[src/design/rdm_fcac_pkg.sv]
`default_nettype none

package rdm_fcac_pkg;

    localparam int unsigned BYTE_W   = 8;
    localparam int unsigned POS_W    = 9;
    localparam int unsigned SUM_W    = 16;
    localparam int unsigned UID_W    = 48;
    localparam int unsigned STATUS_W = 3;

    // result word: status, computed sum, received sum, zero fill to whole bytes
    localparam int unsigned RES_W    = STATUS_W + 2 * SUM_W;
    localparam int unsigned M_DATA_W = ((RES_W + 7) / 8) * 8;

    localparam logic [BYTE_W-1:0] ALL_ONES_BYTE = 8'hFF;
    localparam logic [BYTE_W-1:0] MIN_LENGTH    = 8'd9;

    localparam logic [POS_W-1:0] POS_LENGTH    = 9'd2;
    localparam logic [POS_W-1:0] POS_UID_FIRST = 9'd3;
    localparam logic [POS_W-1:0] POS_UID_LAST  = 9'd8;

    typedef enum logic [STATUS_W-1:0] {
        ST_PERSONAL      = 3'd0,
        ST_BROADCAST     = 3'd1,
        ST_CSUM_ERR      = 3'd2,
        ST_ADDR_MISMATCH = 3'd3,
        ST_BAD_LENGTH    = 3'd4
    } status_t;

    // uid byte compared at packet position pos (3..8), most significant first
    function automatic logic [BYTE_W-1:0] uid_byte(input logic [UID_W-1:0] uid,
                                                   input logic [POS_W-1:0] pos);
        logic [2:0] idx;
        logic [BYTE_W-1:0] res;
        idx = 3'(pos - POS_UID_FIRST);
        unique case (idx)
            3'd0:    res = uid[47:40];
            3'd1:    res = uid[39:32];
            3'd2:    res = uid[31:24];
            3'd3:    res = uid[23:16];
            3'd4:    res = uid[15:8];
            3'd5:    res = uid[7:0];
            default: res = '0;
        endcase
        return res;
    endfunction

endpackage

`default_nettype wire

[src/design/rdm_frame_checksum_address_check_core.sv]
// channel   dir  signals                        contents
// s_        in   s_tvalid s_tready s_tdata[7:0]  tdata: rx_byte; tuser[0]: frame_start
//                s_tuser[0:0]
// m_        out  m_tvalid m_tready m_tdata[39:0] tdata: status, computed_sum, received_sum
// cfg_      in   cfg_we cfg_wdata[47:0]          device_uid, written when cfg_we is high
//
// one word per cycle while the output is not stalled: a word is held in the input register,
// and its result is loaded from there into the output register
// the input register moves on whenever the output register is empty or being taken,
// so a held result stalls s_tready only when both registers are full
// aresetn is synchronous, active low; it resets the frame state and clears device_uid
// and both valid flags

`default_nettype none

module rdm_frame_checksum_address_check_core (
    input  wire logic                                aclk,
    input  wire logic                                aresetn,

    input  wire logic                                s_tvalid,
    output logic                                     s_tready,
    input  wire logic [rdm_fcac_pkg::BYTE_W-1:0]     s_tdata,   // [7:0] rx_byte
    input  wire logic [0:0]                          s_tuser,   // [0] frame_start

    output logic                                     m_tvalid,
    input  wire logic                                m_tready,
    // [2:0] status, [18:3] computed_sum, [34:19] received_sum, [39:35] zero
    output logic [rdm_fcac_pkg::M_DATA_W-1:0]        m_tdata,

    input  wire logic                                cfg_we,
    input  wire logic [rdm_fcac_pkg::UID_W-1:0]      cfg_wdata
);

    localparam int unsigned BYTE_W = rdm_fcac_pkg::BYTE_W;
    localparam int unsigned POS_W  = rdm_fcac_pkg::POS_W;
    localparam int unsigned SUM_W  = rdm_fcac_pkg::SUM_W;
    localparam int unsigned UID_W  = rdm_fcac_pkg::UID_W;
    localparam int unsigned RES_W  = rdm_fcac_pkg::RES_W;
    localparam int unsigned M_DATA_W = rdm_fcac_pkg::M_DATA_W;

    // configuration
    logic [UID_W-1:0] device_uid_reg;

    // input register
    logic              in_valid_reg;
    logic [BYTE_W-1:0] in_byte_reg;
    logic              in_start_reg;

    // frame state
    logic              in_frame_reg, in_frame_next;
    logic [POS_W-1:0]  pos_reg, pos_next;
    logic [BYTE_W-1:0] len_reg, len_next;
    logic [SUM_W-1:0]  sum_reg, sum_next;
    logic [BYTE_W-1:0] csum_hi_reg, csum_hi_next;
    logic              ones_reg, ones_next;
    logic              match_reg, match_next;

    // output register
    logic                m_valid_reg;
    logic [RES_W-1:0]    m_data_reg;

    logic                  advance;
    logic                  res_valid;
    rdm_fcac_pkg::status_t res_status;
    logic [SUM_W-1:0]      res_computed;
    logic [SUM_W-1:0]      res_received;

    assign advance  = in_valid_reg && (!m_valid_reg || m_tready);
    assign s_tready = !in_valid_reg || advance;
    assign m_tvalid = m_valid_reg;
    assign m_tdata  = {{(M_DATA_W - RES_W){1'b0}}, m_data_reg};

    always_comb begin
        logic [POS_W-1:0]  cur_pos;
        logic [SUM_W-1:0]  cur_sum;
        logic [BYTE_W-1:0] cur_hi;
        logic [SUM_W-1:0]  rx_sum;

        in_frame_next = in_frame_reg;
        pos_next      = pos_reg;
        len_next      = len_reg;
        sum_next      = sum_reg;
        csum_hi_next  = csum_hi_reg;
        ones_next     = ones_reg;
        match_next    = match_reg;
        res_valid     = 1'b0;
        res_status    = rdm_fcac_pkg::ST_PERSONAL;
        res_computed  = '0;
        res_received  = '0;

        // a start word reopens the frame before it is processed as byte 0
        if (in_start_reg) begin
            in_frame_next = 1'b1;
            len_next      = '0;
            ones_next     = 1'b1;
            match_next    = 1'b1;
        end
        cur_pos = in_start_reg ? '0 : pos_reg;
        cur_sum = in_start_reg ? '0 : sum_reg;
        cur_hi  = in_start_reg ? '0 : csum_hi_reg;
        sum_next     = cur_sum;
        csum_hi_next = cur_hi;
        pos_next     = cur_pos;
        rx_sum       = {cur_hi, in_byte_reg};

        if (in_start_reg || in_frame_reg) begin
            if (cur_pos == rdm_fcac_pkg::POS_LENGTH && in_byte_reg < rdm_fcac_pkg::MIN_LENGTH) begin
                len_next      = in_byte_reg;
                in_frame_next = 1'b0;
                res_valid     = 1'b1;
                res_status    = rdm_fcac_pkg::ST_BAD_LENGTH;
            end else begin
                if (cur_pos == rdm_fcac_pkg::POS_LENGTH) begin
                    len_next = in_byte_reg;
                end
                if (cur_pos >= rdm_fcac_pkg::POS_UID_FIRST &&
                    cur_pos <= rdm_fcac_pkg::POS_UID_LAST) begin
                    if (in_byte_reg != rdm_fcac_pkg::ALL_ONES_BYTE) begin
                        ones_next = 1'b0;
                    end
                    if (in_byte_reg != rdm_fcac_pkg::uid_byte(device_uid_reg, cur_pos)) begin
                        match_next = 1'b0;
                    end
                end
                if (cur_pos < rdm_fcac_pkg::POS_UID_FIRST ||
                    cur_pos < {1'b0, len_next}) begin
                    sum_next = cur_sum + {{(SUM_W - BYTE_W){1'b0}}, in_byte_reg};
                    pos_next = cur_pos + 1'b1;
                end else if (cur_pos == {1'b0, len_next}) begin
                    csum_hi_next = in_byte_reg;
                    pos_next     = cur_pos + 1'b1;
                end else begin
                    // second checksum byte closes the frame
                    in_frame_next = 1'b0;
                    pos_next      = '0;
                    res_valid     = 1'b1;
                    res_computed  = cur_sum;
                    res_received  = rx_sum;
                    priority if (rx_sum != cur_sum) begin
                        res_status = rdm_fcac_pkg::ST_CSUM_ERR;
                    end else if (ones_next) begin
                        res_status = rdm_fcac_pkg::ST_BROADCAST;
                    end else if (match_next) begin
                        res_status = rdm_fcac_pkg::ST_PERSONAL;
                    end else begin
                        res_status = rdm_fcac_pkg::ST_ADDR_MISMATCH;
                    end
                end
            end
        end
    end

    always_ff @(posedge aclk) begin
        if (!aresetn) begin
            device_uid_reg <= '0;
            in_valid_reg   <= 1'b0;
            m_valid_reg    <= 1'b0;
            in_frame_reg   <= 1'b0;
            pos_reg        <= '0;
            len_reg        <= '0;
            sum_reg        <= '0;
            csum_hi_reg    <= '0;
            ones_reg       <= 1'b1;
            match_reg      <= 1'b1;
        end else begin
            if (cfg_we) begin
                device_uid_reg <= cfg_wdata;
            end
            if (s_tready) begin
                in_valid_reg <= s_tvalid;
            end
            if (advance && (in_start_reg || in_frame_reg)) begin
                in_frame_reg <= in_frame_next;
                pos_reg      <= pos_next;
                len_reg      <= len_next;
                sum_reg      <= sum_next;
                csum_hi_reg  <= csum_hi_next;
                ones_reg     <= ones_next;
                match_reg    <= match_next;
            end
            if (advance && res_valid) begin
                m_valid_reg <= 1'b1;
            end else if (m_tready) begin
                m_valid_reg <= 1'b0;
            end
        end
    end

    always_ff @(posedge aclk) begin
        if (s_tready && s_tvalid) begin
            in_byte_reg  <= s_tdata;
            in_start_reg <= s_tuser[0];
        end
        if (advance && res_valid) begin
            m_data_reg <= {res_received, res_computed, res_status};
        end
    end

`ifndef SYNTH
    // a malformed length carries no sums
    a_bad_len_zero: assert property (@(posedge aclk) disable iff (!aresetn)
        m_tvalid && m_tdata[2:0] == rdm_fcac_pkg::ST_BAD_LENGTH |->
            m_tdata[34:3] == '0)
        else $error("malformed length result with nonzero sums");

    // accepted packets must have matching checksums
    a_accept_sum_ok: assert property (@(posedge aclk) disable iff (!aresetn)
        m_tvalid && (m_tdata[2:0] == rdm_fcac_pkg::ST_PERSONAL ||
                     m_tdata[2:0] == rdm_fcac_pkg::ST_BROADCAST) |->
            m_tdata[18:3] == m_tdata[34:19])
        else $error("accepted packet with checksum mismatch");

    // every reported status closes the frame
    a_result_closes: assert property (@(posedge aclk) disable iff (!aresetn)
        advance && res_valid |=> !in_frame_reg)
        else $error("frame still open after a result");

    // a pending result is never overwritten
    a_no_overwrite: assert property (@(posedge aclk) disable iff (!aresetn)
        m_valid_reg && !m_tready |-> !advance)
        else $error("output register overwritten while stalled");
`endif

endmodule

`default_nettype wire

[config.mk]
export PLATFORM = sky130hd
export DESIGN_NAME = rdm_frame_checksum_address_check_core
export DESIGN_NICKNAME = d
export VERILOG_FILES = /design/src/design/rdm_fcac_pkg.sv /design/src/design/rdm_frame_checksum_address_check_core.sv
export SDC_FILE = /design/constraint.sdc
export NUM_CORES = 1
export LEC_CHECK = 0
export BUFFER_PORTS_ARGS = -buffer_cell sky130_fd_sc_hd__buf_2
export CAP_MARGIN = 30
export CORE_UTILIZATION = 50
export CTS_CLUSTER_SIZE = 24
export DETAILED_ROUTE_END_ITERATION = 8
export PLACE_DENSITY = 0.78
export SLEW_MARGIN = 25
export SYNTH_ARGS = -nofsm -noshare
export SYNTH_HDL_FRONTEND = slang
export SYNTH_SLANG_ARGS = --single-unit
[constraint.sdc]
create_clock -name aclk -period 7.26 [get_ports aclk]
set_input_delay 0 -clock aclk [delete_from_list [all_inputs] [get_ports aclk]]
set_output_delay 0 -clock aclk [all_outputs]
set_load 0.1 [all_outputs]
==> metrics, run 1 <==
WL/cell=17.5 um; Seq/Total Area, Yosys=47.4%; RSZ-0062 raised after global routing=false; fin. max-slew vios=0; status=complete, no violations; Final Hold Viols=0; crit path kind=reg -> reg; first-pass iteration count of the detailed router=5; die area=0.0140 mm2; Setup Fix Bufs, Post-CTS=0; Critical Path RT=7.52 ns; Initial Utilization=51.2%; minimum clock period after layout=4.48 ns; count leader, synth=dfxtp_1; post-cts sizing count=0; Synth Cell Area=0.00675 mm2; H-tree levels=4; Buffers & Inverters on Critical Path=3; drt via density=5.70; vias=5788; synthesized instance count=681; Cell variety after synth=63; Yosys top cell by area=dfxtp_1; Arr. time, crit path=4.74 ns; Synth area leaders=dfxtp_1 (28%), edfxtp_1 (20%), mux2i_1 (8.0%), nor2_1 (4.8%), ha_1 (4.1%); Layout Skew=0.0157 ns; initial antenna violation count=0; critical path, cell by cell=buf_4 -> nor2b_1 -> ha_1 -> o21ai_1 -> nor2_1 -> buf_4 -> nor3b_1 -> a21oi_1 -> ha_1 -> o21ai_1 -> a21oi_1 -> o31ai_1 -> a21oi_1 -> buf_4 -> and3_1 -> o21ai_0 -> a211oi_1; max-cap violations=0; area of the core=0.0132 mm2; gpl congestion=0.921; Yosys top cell area share=27.9%; vias in the first global route=5721; Pleak=0.00353 uW; overall global routing resource usage=26.2%; Worst-Skew Late Latency=0.43 ns; CP peak stage delay=0.76 ns; worst r2r src=in_start_reg; Power per Cell Area=217 mW/mm2; RR Endpoint=m_data_reg[0]; CP top delay family=simple AND/OR/NAND/NOR gates; Commonest cells post-synth=dfxtp_1 (94), nor2_1 (87), mux2i_1 (54), edfxtp_1 (44), nand2_1 (38); Power, Total=1850 uW; largest net degree at the start of global routing=81; Async SR Flop Fraction=0%; clock root cell=clkbuf_16; EDFF count, synth=44; Post-route DRC=0; Die X=118 um; layout cells sized above 1=18.0%; total CTS buffers=17; DRT iter0 DRCs=553; r2r setup slk=2.78 ns; Die H=118 um; register bit total from synthesis=138; final period utilization=61.7%; Final Non-Filler Cells=1016; TNS Setup=0 ns; Routed Antenna Nets=0; Setup violations, final=0; Worst Path Max Fanout=44; Inst Count DP=920; Reg clk slew, reported paths=0.06 ns; antenna cells=0; remaining global-route overflow=0; Hold Buf Count CTS=61; Critical Path Stages=17; CTS tree=done; Hold Slack=0.286 ns; first-pass GRT wire length=28.3 mm; worst r2r path cells=17; Slew headroom=42.1%; num ports=104; CP Launch Type=flip-flop; CTS max path bufs=2; min-delay worst type=in -> reg; Max Freq=0.223 GHz; Slowest-stage cell, CP=and3_1; row count=42; Worst Setup EP=m_data_reg[0]; CTS sink cnt=138; Total Wirelength=17.7 mm; max FFs per register=48; port bufs=98; critical path endpoint category=flip-flop; prevailing post-synth register cell=dfxtp_1; syn_area_per_cell=9.92 um2; Slew @ Worst Pin=0.869 ns; Peak VDD IR=0.160 mV; synth warn=0; worst setup path startpoint=in_start_reg; Final Util=64.7%; dpl hpwl=11.1 mm; area delta synth->final=26.4%; final-stage net count=912
through the flow:
stage	worst slack (ns)	cell area, um2
after detailed placement	2.37	7330
after floorplan	1.86	6770
after CTS	2.31	8490
after global placement	2.63	7330
final	2.78	8540
after global routing	2.33	8540
how the worst min path moves through the flow:
| stage | cells past startpoint | endpoint | slack, ns | startpoint |
|---|---|---|---|---|
| after CTS | 2 | in_byte_reg[1] | 0.27 | s_tdata[1] |
| after floorplan | 0 | in_byte_reg[0] | 0.1 | s_tdata[0] |
| after global placement | 1 | in_byte_reg[5] | 0.18 | s_tdata[5] |
| after detailed placement | 1 | in_byte_reg[0] | 0.18 | s_tdata[0] |
| final | 2 | in_byte_reg[1] | 0.29 | s_tdata[1] |
| after global routing | 2 | in_byte_reg[4] | 0.29 | s_tdata[4] |
final cells by class:
type | count | area (um2)
well taps | 176 | 220
flip-flops and latches | 138 | 3200
clock buffers | 18 | 429
inverters | 6 | 22.5
fillers | 977 | 4650
clock inverters | 14 | 121
repair buffers | 166 | 1170
multi-input cells | 498 | 3370
per-layer routing:
metal,GRT usage [%],vias to the layer above,share of wire [%]
met1,29.3,2738,40
li1,-,2733,-
met2,45.5,253,50
met4,15.0,0,4.2
met5,0,-,0
met3,6.13,64,6.0
cell families (layout without fill, tap and decap cells):
family	Yosys count	count (layout)	synth area share, %
muxes	58	58	8.73
xor gates and xnor gates	28	28	3.74
and+or+nand+nor	257	257	19.2
DFF	138	138	47.4
other	1	5	0.0555
AOI/OAI and AO/OA	127	127	13.3
buffers and inverters	49	204	3.11
adders and majority gates	23	23	4.37
cells in the final DEF (no fill, tap or decap), types with 8 or more instances in the layout:
cell and instances:
buf_2 98, nor2b_1 20, nand4_1 9, a22oi_1 9, clkbuf_16 17, ha_1 22, nand3_1 15, xor2_1 8
nand2b_1 12, edfxtp_1 44, nor2_1 85, mux2i_1 54, o21ai_0 13, and2_1 36, dlygate4sd3_1 61, a21oi_1 35
nor4_1 13, a211oi_1 14, xnor2_1 19, nand2_1 38, dfxtp_1 94, a22o_1 13
report_power, final:
group | switching (uW) | internal, uW
clock | 336 | 471
combinational | 110 | 88.7
sequential | 27.6 | 820
No activity file was read; power rests on OpenSTA's default activity.
==> run 2: changes to the inputs <==
==> constraint.sdc (replaced) <==
create_clock -name aclk -period 4.2 [get_ports aclk]
set_input_delay 0 -clock aclk [delete_from_list [all_inputs] [get_ports aclk]]
set_output_delay 0 -clock aclk [all_outputs]
set_load 0.1 [all_outputs]
==> metrics, run 2 (synthesized netlist as in run 1, its figures left out) <==
critical path, cell by cell=nand2b_1 -> ha_1 -> o21ai_1 -> nor2_2 -> nor3b_1 -> a21oi_1 -> ha_1 -> a21o_1 -> a211oi_1 -> a21oi_2 -> buf_4 -> nand2b_1 -> or4_1 -> a21oi_1; Post-route DRC=0; Final Hold Viols=0; largest net degree at the start of global routing=50; layout cells sized above 1=18.6%; first-pass GRT wire length=30.8 mm; CTS max path bufs=2; remaining global-route overflow=0; TNS Setup=0 ns; die area=0.0140 mm2; post-cts sizing count=0; first-pass iteration count of the detailed router=5; CP peak stage delay=0.55 ns; overall global routing resource usage=28.6%; max FFs per register=48; status=complete, no violations; most frequent cells in the layout=buf_2 (98), dfxtp_1 (94), nor2_1 (85), dlygate4sd3_1 (61), mux2i_1 (54); Initial Utilization=51.2%; initial antenna violation count=0; CTS tree=done; WL/cell=18.6 um; area delta synth->final=27.8%; area of placed instances=0.00741 mm2; fin. max-slew vios=0; Slowest-stage cell, CP=or4_1; Slew @ Worst Pin=0.824 ns; Die X=118 um; total CTS buffers=17; drt via density=5.82; DRT iter0 DRCs=516; Final Util=65.5%; Peak VDD IR=0.319 mV; Pleak=0.00359 uW; CTS sink cnt=138; critical path endpoint category=flip-flop; Power per Cell Area=387 mW/mm2; Worst-Skew Late Latency=0.43 ns; row count=42; Arr. time, crit path=4.21 ns; Sequential Area=0.00320 mm2; final instance area=0.00863 mm2; Max Freq=0.259 GHz; Total Wirelength=19.0 mm; num ports=104; commonest non-fill, non-tap cell in the layout=buf_2; vias=5964; dpl hpwl=11.4 mm; Setup violations, final=0; final-stage net count=920; # fillers=968; Layout Skew=0.0116 ns; port bufs=98; clock root cell=clkbuf_16; Routed Antenna Nets=0; RSZ-0062 raised after global routing=false; min-delay worst type=in -> reg; crit path kind=reg -> reg; area of the core=0.0132 mm2; antenna cells=0; max-cap violations=0; Worst Path Max Fanout=16; Die H=118 um; final period utilization=92.1%; H-tree levels=4; CP Launch Type=flip-flop; Reg clk slew, reported paths=0.07 ns; multi-input combinational cell area=0.00337 mm2; minimum clock period after layout=3.87 ns; Critical Path RT=4.54 ns; gpl congestion=0.929; vias in the first global route=6076; Slew headroom=45.1%
run 2: cell types whose count changed in the layout (fill, tap and decap cells not counted):
cell	before	now
a21oi_2	0	1
clkbuf_1	1	3
a21oi_1	35	34
inv_4	1	0
buf_4	6	14
bufinv_16	1	3
clkinv_4	3	2
inv_6	3	1
run 2: metal layers:
layer  vias to the layer above  wire length [um]  GRT usage [%]
li1                       2735                 -              -
met1                      2813              7340           32.4
met2                       304              9150           47.9
met3                       112              1320           6.42
met4                         0              1200           19.9
met5                         -                 0              0
run 2: worst paths after layout:
path	startpoint	end	slack, ns	depth (start not counted)
max	in_start_reg	sum_reg[9]	0.33	14
min	s_tdata[4]	in_byte_reg[4]	0.29	2
min reg2reg	sum_reg[1]	sum_reg[1]	0.48	2
max reg2reg	in_start_reg	sum_reg[9]	0.33	14
run 2: power breakdown:
part	internal [uW]	switching, uW	total, uW	leakage, uW
registers	1420	41.0	1460	0.00122
logic	159	213	371	0.00209
clock network	930	579	1510	0.000279
total	2510	833	3340	0.00359
run 2: worst max-delay path: cells and delay by family (launching register included):
family | cells | cell delay, ns
flip-flops | 1 | 0.41
buffers and inverters | 1 | 0.19
adder cells (fa/ha/maj) | 2 | 0.47
AO/OA/AOI/OAI | 6 | 1.06
AND/OR/NAND/NOR | 5 | 1.63
run 2: area by class of cell:
| class | instances | area share, % |
|---|---|---|
| clock buffers | 20 | 5.06 |
| clock inverters | 12 | 1.72 |
| inverters | 6 | 0.261 |
| multi-input cells | 498 | 39.0 |
| flip-flops and latches | 138 | 37.1 |
| well taps | 176 | 2.55 |
| repair buffers | 174 | 14.3 |
run 2: what timing repair did:
action | 4_1_cts | 5_1_grt
hold buffers | 61 | 0
hold endpoints to repair | 63 | 0
endpoints found under the setup margin | 0 | 0
buffers inserted | 0 | 0
run 2: metrics by stage:
| stage | total power (uW) | std cells | hold WS (ns) | setup WS (ns) |
|---|---|---|---|---|
| 6_report | 3340 | 1024 | 0.288 | 0.333 |
| 5_1_grt | 3430 | 1024 | 0.289 | 0.0425 |
| 4_1_cts | 3310 | 1023 | 0.273 | 0.368 |
| 3_5_place_dp | 1780 | 930 | 0.182 | 0.408 |
| 3_3_place_gp | 1770 | 930 | 0.180 | 0.561 |
| 2_1_floorplan | 1690 | 685 | 0.0989 | 0.0763 |
==> run 3: changes to the inputs <==
--- a/config.mk
+++ b/config.mk
@@ -10,7 +10,7 @@
 export CORE_UTILIZATION = 50
 export CTS_CLUSTER_SIZE = 24
 export DETAILED_ROUTE_END_ITERATION = 8
-export PLACE_DENSITY = 0.78
+export PLACE_DENSITY = 0.74
 export SLEW_MARGIN = 25
 export SYNTH_ARGS = -nofsm -noshare
 export SYNTH_HDL_FRONTEND = slang
==> metrics, run 3 (synthesized netlist as in run 1, its figures left out) <==
critical path endpoint category=flip-flop; RSZ-0062 raised after global routing=false; commonest non-fill, non-tap cell in the layout=buf_2; Setup Fix Bufs, Post-CTS=0; status=complete, no violations; dpl ws=0.360 ns; largest net degree at the start of global routing=49; Setup violations, final=0; Layout Skew=0.0115 ns; vias=5857; Die X=118 um; antenna cells=0; Worst-Skew Late Latency=0.43 ns; Worst Path Max Fanout=16; worst r2r src=in_start_reg; CTS sink cnt=138; Max Freq=0.264 GHz; CTS tree=done; layout cells sized above 1=19.1%; port bufs=98; TNS Setup=0 ns; initial antenna violation count=0; H-tree levels=4; worst r2r path cells=14; area delta synth->final=27.5%; Final Hold Viols=0; Peak VDD IR=0.217 mV; max-cap violations=0; Power per Cell Area=370 mW/mm2; die area=0.0140 mm2; Die H=118 um; Routed Antenna Nets=0; max FFs per register=48; r2r setup slk=0.41 ns; total CTS buffers=17; min-delay worst type=in -> reg; first-pass iteration count of the detailed router=7; Post-route DRC=0; Pleak=0.00358 uW; dpl hpwl=11.8 mm; overall global routing resource usage=27.1%; fin worst setup slack=0.414 ns; Reg clk slew, reported paths=0.06 ns; hold depth=2; final-stage net count=922; DRT iter0 DRCs=616; Slew @ Worst Pin=0.814 ns; gpl congestion=0.871; Total Wirelength=18.2 mm; CP Launch Type=flip-flop; RR Endpoint=sum_reg[10]; remaining global-route overflow=0; final period utilization=90.1%; vias in the first global route=5903; CTS max path bufs=2; Slew headroom=45.5%; Hold Crit Endpoint=in_byte_reg[3]; first-pass GRT wire length=29.2 mm; clock root cell=clkbuf_16; num ports=104; hold_sp=s_tdata[3]; Hold Slack=0.284 ns; Arr. time, crit path=4.13 ns; drt via density=5.71; most frequent cells in the layout=buf_2 (98), dfxtp_1 (94), nor2_1 (85), dlygate4sd3_1 (61), mux2i_1 (54); WL/cell=17.7 um; Critical Path RT=4.55 ns; Initial Utilization=51.2%; row count=42; area of the core=0.0132 mm2; crit path kind=reg -> reg; minimum clock period after layout=3.79 ns; fin. max-slew vios=0
-- run 3: stage by stage --
step	power, uW	utilization [%]	std cells	area [um2]
2_1_floorplan	1690	-	685	6780
3_3_place_gp	1780	56.4	932	7440
3_5_place_dp	1790	56.4	932	7440
4_1_cts	3190	65.1	1025	8590
5_1_grt	3310	65.3	1026	8610
6_report	3190	65.3	1026	8610
-- run 3: power by group --
part	switching, uW	leakage (uW)	total (uW)	internal, uW
registers	36.2	0.00122	1450	1420
logic	207	0.00210	367	159
clock network	565	0.000268	1370	804
-- run 3: worst max-delay path, cell delays in order, from the launching register on --
cell and delay [ns]:
edfxtp_1 0.42, nand2b_1 0.26, ha_1 0.23, o21ai_1 0.22, nor2_4 0.15, nor3b_1 0.24, a21oi_1 0.09, ha_1 0.31
a21o_1 0.18, a211oi_1 0.29, a21oi_2 0.20, buf_4 0.20, a2111oi_4 0.54, nand4_1 0.20, a21oi_1 0.19
-- run 3: repair_timing --
action                     4_1_cts  5_1_grt
hold buffers                    61        0
hold endpoints to repair        63        0
setup endpoints to repair        0        4
resized for setup                0        1
-- run 3: routing by layer --
metal	global-route usage [%]	vias to the layer above	routed length (um)
met5	0	-	0
met4	15.2	0	723
met3	5.94	64	1160
met2	47.4	263	9120
met1	30.6	2785	7160
li1	-	2745	-
-- run 3: cell type report --
cell class | instances | area [um2]
sequential | 138 | 3200
clock inverter | 9 | 66.3
tap | 176 | 220
timing repair buffer | 176 | 1240
multi-input combinational | 498 | 3370
clock buffer | 23 | 478
fill | 1021 | 4580
inverter | 6 | 22.5
-- run 3: worst max path at each step --
stage                 start       endpoint  slack (ns)  cells after the start
5_1_grt          pos_reg[5]    sum_reg[10]        0.14                     14
4_1_cts        in_start_reg    sum_reg[10]        0.33                     14
2_1_floorplan  in_start_reg  m_data_reg[0]        0.08                     17
6_report       in_start_reg    sum_reg[10]        0.41                     14
3_3_place_gp   in_start_reg    sum_reg[14]        0.55                     14
3_5_place_dp   in_start_reg    sum_reg[10]        0.36                     14
